$ cat config.mk
export PLATFORM = sky130hd
export DESIGN_NAME = v3au_isqrt
export DESIGN_NICKNAME = d
export VERILOG_FILES = /design/src/design/v3au_pkg.sv /design/src/design/v3au_isqrt.sv
export SDC_FILE = /design/constraint.sdc
export NUM_CORES = 2
export LEC_CHECK = 0
export BUFFER_PORTS_ARGS = -buffer_cell sky130_fd_sc_hd__buf_4
export CAP_MARGIN = 0
export CORE_UTILIZATION = 55
export DETAILED_ROUTE_END_ITERATION = 7
export GPL_TIMING_DRIVEN = 0
export PLACE_DENSITY = 0.71
export SLEW_MARGIN = 20
export SYNTH_ARGS = -nofsm -noshare
export SYNTH_HDL_FRONTEND = slang
export SYNTH_MEMORY_MAX_BITS = 65536
export SYNTH_SLANG_ARGS = --single-unit
$ cat constraint.sdc
create_clock -name clk_i -period 7.2 [get_ports clk_i]
set_input_delay 1.44 -clock clk_i [delete_from_list [all_inputs] [get_ports clk_i]]
set_output_delay 1.44 -clock clk_i [all_outputs]
set_load 0.005 [all_outputs]
$ cat src/design/v3au_pkg.sv
// Shared types, codes and helpers of the 3-element vector arithmetic unit.
// No dependencies; compile first.
package v3au_pkg;

  localparam int W      = 32;
  localparam int DIM    = 3;
  localparam int NCROSS = 6;
  localparam int RAD_W  = 64;
  localparam int ROOT_W = 32;

  localparam logic [W-1:0]  S32MAX = 32'h7FFF_FFFF;
  localparam logic [W-1:0]  S32MIN = 32'h8000_0000;
  localparam logic [W-2:0]  U31MAX = 31'h7FFF_FFFF;

  typedef enum logic [4:0] {
    CMD_VADD, CMD_VSUB, CMD_VMUL, CMD_VDIV, CMD_VMOD,
    CMD_SADD, CMD_SSUB, CMD_SMUL, CMD_SDIV, CMD_SMOD,
    CMD_CLAMP, CMD_ABS, CMD_SIGN, CMD_DOT, CMD_CROSS,
    CMD_NORM, CMD_MAG, CMD_CMP
  } cmd_e;

  typedef enum logic [1:0] {ST_OK, ST_DIVZ, ST_OVF, ST_ZLEN} status_e;
  typedef enum logic [1:0] {ORD_LT, ORD_EQ, ORD_GT} order_e;

  typedef struct packed {
    logic [4:0]          cmd;
    logic signed [W-1:0] a_x;
    logic signed [W-1:0] a_y;
    logic signed [W-1:0] a_z;
    logic signed [W-1:0] b_x;
    logic signed [W-1:0] b_y;
    logic signed [W-1:0] b_z;
    logic signed [W-1:0] c_x;
    logic signed [W-1:0] c_y;
    logic signed [W-1:0] c_z;
    logic signed [W-1:0] scalar_in;
  } in_t;

  typedef struct packed {
    logic signed [W-1:0] r_x;
    logic signed [W-1:0] r_y;
    logic signed [W-1:0] r_z;
    logic signed [W-1:0] scalar_out;
    logic [W-2:0]        mag_out;
    logic [W-2:0]        mag_sq_out;
    logic [1:0]          order;
    logic [1:0]          status;
  } out_t;

  // Context ahead of the divider
  typedef struct packed {
    logic [4:0]                cmd;
    logic [DIM-1:0][W-1:0]     a;
    logic [DIM-1:0][W-1:0]     y;
    logic [DIM-1:0][W-1:0]     r;
    logic [W-1:0]              dot;
    logic [1:0]                order;
    logic                      ovf;
  } ctx_t;

  // Context through the divider
  typedef struct packed {
    logic [4:0]            cmd;
    logic [DIM-1:0][W-1:0] r;
    logic [W-1:0]          dot;
    logic [1:0]            order;
    logic                  ovf;
    logic [DIM-1:0]        qneg;
    logic [DIM-1:0]        xneg;
    logic [DIM-1:0]        xzero;
    logic [DIM-1:0]        dzero;
  } ctx2_t;

  // Saturate to 32 bits signed; MSB of the result flags overflow
  function automatic logic [W:0] sat32(input logic signed [65:0] v);
    if (v > 66'sd2147483647) begin
      return {1'b1, S32MAX};
    end else if (v < -66'sd2147483648) begin
      return {1'b1, S32MIN};
    end
    return {1'b0, v[W-1:0]};
  endfunction

endpackage

$ cat src/design/v3au_isqrt.sv
// Pipelined integer square root, one root bit per stage, with a side-band tag.
// Depends on v3au_pkg.
module v3au_isqrt #(
  parameter int TAG_W = 8
) (
  input  logic                         clk_i,
  input  logic                         rst_ni,
  input  logic                         en_i,
  input  logic                         valid_i,
  input  logic [v3au_pkg::RAD_W-1:0]   rad_i,
  input  logic [TAG_W-1:0]             tag_i,
  output logic                         valid_o,
  output logic [v3au_pkg::ROOT_W-1:0]  root_o,
  output logic [TAG_W-1:0]             tag_o
);
  import v3au_pkg::*;

  localparam int STG   = ROOT_W;
  localparam int REM_W = ROOT_W + 3;

  typedef struct packed {
    logic [RAD_W-1:0]  x;
    logic [ROOT_W-1:0] q;
    logic [REM_W-1:0]  rem;
    logic [TAG_W-1:0]  tag;
  } sq_t;

  sq_t            st_in;
  sq_t            st_q [STG];
  logic [STG-1:0] v_q;

  function automatic sq_t sq_step(input sq_t s);
    sq_t              o;
    logic [REM_W-1:0] rs;
    logic [REM_W-1:0] trial;
    o     = s;
    rs    = {s.rem[REM_W-3:0], s.x[RAD_W-1 -: 2]};
    trial = REM_W'({s.q, 2'b01});
    o.x   = {s.x[RAD_W-3:0], 2'b00};
    if (rs >= trial) begin
      o.rem = rs - trial;
      o.q   = {s.q[ROOT_W-2:0], 1'b1};
    end else begin
      o.rem = rs;
      o.q   = {s.q[ROOT_W-2:0], 1'b0};
    end
    return o;
  endfunction

  always_comb begin
    st_in.x   = rad_i;
    st_in.q   = '0;
    st_in.rem = '0;
    st_in.tag = tag_i;
  end

  always_ff @(posedge clk_i) begin
    if (en_i) begin
      st_q[0] <= sq_step(st_in);
      for (int k = 1; k < STG; k++) begin
        st_q[k] <= sq_step(st_q[k-1]);
      end
    end
  end

  always_ff @(posedge clk_i or negedge rst_ni) begin
    if (!rst_ni) begin
      v_q <= '0;
    end else if (en_i) begin
      v_q <= {v_q[STG-2:0], valid_i};
    end
  end

  assign valid_o = v_q[STG-1];
  assign root_o  = st_q[STG-1].q;
  assign tag_o   = st_q[STG-1].tag;

endmodule
Word level (Yosys, flattened, before mapping) --
Memory sizes are Yosys's and may differ from the RTL's. Cells that the tools add are included.
Word-level totals: bits in registers 32, bits in writable memories 4384, bits of input ports 76, output and inout port bits 41, memories kept 1
Operators by class: add/sub/neg operators 32, magnitude comparators 32, muxes and demuxes 66
Memories:
- st_q | words 32, bits a word 137, rd ports 32, clocked after Yosys merged registers in 0, wr ports 32, line v3au_isqrt.sv:29 | sq_t st_q [STG];
Operator list (number):
- 67-bit 2-to-1 mux | 32
- 36-bit 2-to-1 mux | 32
- 35-bit by 34-bit greater-or-equal comparator with 1-bit output | 31
- 35-bit by 34-bit subtractor with 35-bit output | 31
- 2-bit by 1-bit subtractor with 3-bit output, second input constant | 1
- 2-bit by 1-bit greater-or-equal comparator with 1-bit output, second input constant | 1
- 1-bit 2-to-1 mux | 2

Logic depth before layout (Yosys ltp) --
An unclocked memory read counts as a cell.
depth after elaboration 4, mapped depth 15

Worst setup path before layout --
No wires, ideal clock.
path type flip-flop to flip-flop, start point memory st_q[1][1525] in the netlist's numbering, end point memory st_q[1][1684] in the netlist's numbering, data pin, library setup time 0.254 ns, arrival 3.253 ns, data required time 6.946 ns, setup slack 3.693 ns, cell stages (with the launch flop) 12, period minus slack after synthesis 3.507 ns, cells stage by stage edfxtp_1 > ha_1 > a21o_1 > a221o_1 > a21oi_1 > o21ai_0 > a31oi_1 > a21oi_1 > a2111oi_1 > clkbuf_1 > nor3_1 > a21o_1
RTL lines (line):
- start, declared | v3au_isqrt.sv:29

Worst setup path in the final report --
start point input port en_i, end point register v_q[27]
RTL lines:
- start, declared | line v3au_isqrt.sv:8 | input logic en_i,
- end signal, assigned | line v3au_isqrt.sv:70 | v_q <= {v_q[STG-2:0], valid_i};
- end, declared | line v3au_isqrt.sv:30 | logic [STG-1:0] v_q;
No word-level cell between the ends.

==> run metrics <==
Worst setup SP type=input pin; top cell type's share of synthesized area=66.2%; Num CTS Buffers=304; routability-driven placement congestion ratio=0.911; final period demand of the worst path=between 5 and 6 ns; Worst Tran Pin Value=1.07 ns; dpl ws=between 0.7 and 0.8 ns; most frequent CP cell=buf_16; Post-Place Cells=12.4k; CTS tree=done; GRT overflow=0; max incr delay on CP=0.55 ns; total wire length=247 mm; Layout Cells excl Fill=13.0k; post-synth cell types=85; syn_nets=9937; Die X=between 400 and 500 um; status=finished with violations; Clock Skew=about 0.067 ns; Core Area=225000 um2; Slowest-stage cell, CP=buf_16; worst reg2reg path depth=13; Req. time, crit path=7.94 ns; Core Rows=174; RSZ-0062 raised after global routing=no; final hold vios=0; Mapped Avg Cell Area=13.4 um2; via count=72.6k; Die Y=478 um; failing checks=design-rule violations; Cell Area, Synth=125000 um2; Clock Path Buffers=4; first-pass GRT wire length=between 300 and 400 mm; async set or reset register ratio after synthesis=1.15%; number of instances on the worst hold path=0; Min-Delay Path Class=reg2reg; WL per Instance=19.0 um; postcts setup bufs=0; register area share after synthesis=66.9%; final setup vio count=0; worst rel slew slack=28.0%; WS Path Type=in2reg; reg-to-reg startpoint=st_q[1][1143]; vias in the first global route=71.6k; CP Cell Sequence=buf_16 -> buf_16 -> buf_16 -> buf_16 -> buf_16 -> buf_16 -> clkbuf_1 -> buf_1 -> mux2_2; Tcrit/Tclk final=74.9%; area delta synth->final=11.9%; GRT Util Overall=21.4%; Final WS setup=1.81 ns; post-route DRC violation count=8; Worst EP arrival=6.13 ns; design area=139000 um2; Pre-Repair DR Iteration Count=8; Final TNS setup=0 ns; Top-Level Pins=117; Sinks on Clock Net=about 2.8k; most common cell in the netlist=edfxtp_1; antenna violations before repair=4; reg2reg setup slack=approximately 2.1 ns; CTS H-tree lvls=5; Fillers=approximately 17k; maximum VDD drop=263 uV; CTS root buf=clkbuf_16; Starting Density=55.4%; top post-synthesis cells by area=edfxtp_1 66%, ha_1 5.6%, xor2_1 2.9%, xnor2_1 2.8%, a21oi_1 2.2%; layout cell share with drive strength beyond 1=7.74%; reg2reg end=st_q[1][1265]; hold_buf cts=0; Clk pin slew, worst setup/hold paths=about 0.06 ns; synthesized instance count=9300; clk_lat worst skew=0.93 ns; hold wc startpoint=st_q[0][772]; antenna-violating nets left=0; post-cts sizing count=0; DP HPWL=~180 mm; Final Power=45200 uW; DP Area=130000 um2; Max-Cap Viols=0; Die ar.=229000 um2; top_reg_cell synth=edfxtp_1; Final Net Count=10.4k; P per Cell Area=324 nW/um2; Leak=between 0.05 and 0.06 uW; number of synthesized register bits=about 2.8k; Fmax=186 MHz; highest net fanout along the worst path=about 160; largest net degree at the start of global routing=169; area leader, netlist=edfxtp_1; Critical Path Sink Type=register; Synth top cells by count=2750 x edfxtp_1, 706 x inv_1, 630 x nand2_1; hold endpoint=st_q[0][911]; port buffer count=116; vias per inst=5.60; fin. max-slew vios=0; number of synthesized flops with an enable pin=~2.8k; initial drt markers=5641; YS warnings=0
==> metrics by stage <==
stage	hold slack, ns	util [%]
finish	0.384	62.0
global placement	0.400	57.4
global route	0.393	62.0
detailed placement	0.405	57.7
floorplan	0.400	-
CTS	0.398	61.9
==> state kept, by name, indices dropped and copies added, names as in the netlist <==
name and count:
v_q 32, st_q 2750
==> layer usage <==
layer | vias to the layer above | share of wire (%) | track usage (%)
met4 | 0 | 3.9 | 8.67
met5 | - | 0 | 0
met3 | 530 | 3.8 | 2.82
met2 | 1690 | 50 | 37.1
met1 | 35100 | 43 | 27.3
li1 | 35200 | - | -
==> cell families (layout without fill, tap and decap cells) <==
| kind of cell | Yosys count | count (layout) | synth area share [%] |
|---|---|---|---|
| flops | 2782 | 2782 | 66.9 |
| fa+ha+maj | 561 | 561 | 5.63 |
| compound gates | 1833 | 1833 | 9.06 |
| mux | 97 | 97 | 0.867 |
| simple gates | 2289 | 2289 | 8.99 |
| xor+xnor | 798 | 798 | 5.61 |
| other cells | 1 | 3 | 0.00301 |
| buf+inv | 939 | 1610 | 2.96 |
==> critical path, delay by kind of cell <==
| kind | cells | cell delay [ns] |
|---|---|---|
| mux | 1 | 0.40 |
| buf+inv | 8 | 3.64 |
==> cell type report <==
class | count | area [um2] | share of cell area [%]
timing repair buffer | 136 | 1420 | 1.02
antenna | 2 | 5.00 | 0.00359
buffer | 228 | 1020 | 0.728
multi-input combinational | 5579 | 37600 | 27.0
inverter | 711 | 2670 | 1.91
clock inverter | 158 | 1570 | 1.13
clock buffer | 377 | 8040 | 5.76
tap | 2992 | 3740 | 2.68
sequential | 2782 | 83400 | 59.8
==> cell usage in the layout, fill, tap and decap left out, drive strengths merged, types with 109 or more instances in the layout <==
| master | synthesis | routed |
|---|---|---|
| clkbuf | 167 | 545 |
| edfxtp | 2750 | 2750 |
| nor3 | 226 | 226 |
| xor2 | 406 | 406 |
| a21o | 247 | 247 |
| o21ai | 511 | 511 |
| clkinv | 2 | 109 |
| nand2 | 630 | 630 |
| a21oi | 544 | 544 |
| inv | 709 | 715 |
| buf | 61 | 196 |
| nor2 | 532 | 532 |
| nand3 | 161 | 161 |
| nand2b | 117 | 117 |
| xnor2 | 392 | 392 |
| ha | 561 | 561 |
==> worst max-delay path by stage <==
stage	to	start
2_1_floorplan	st_q[1][1684]	st_q[1][1525]
3_3_place_gp	st_q[1][2059]	en_i
3_5_place_dp	v_q[2]	en_i
4_1_cts	v_q[30]	en_i
5_1_grt	v_q[30]	en_i
6_report	v_q[27]	en_i
==> where the power goes <==
group          total, uW  switching, uW  internal, uW
Clock              14900           6070          8870
Combinational       8630           5050          3570
Sequential         21700           1280         20400
(Power assumes the default switching activity.)
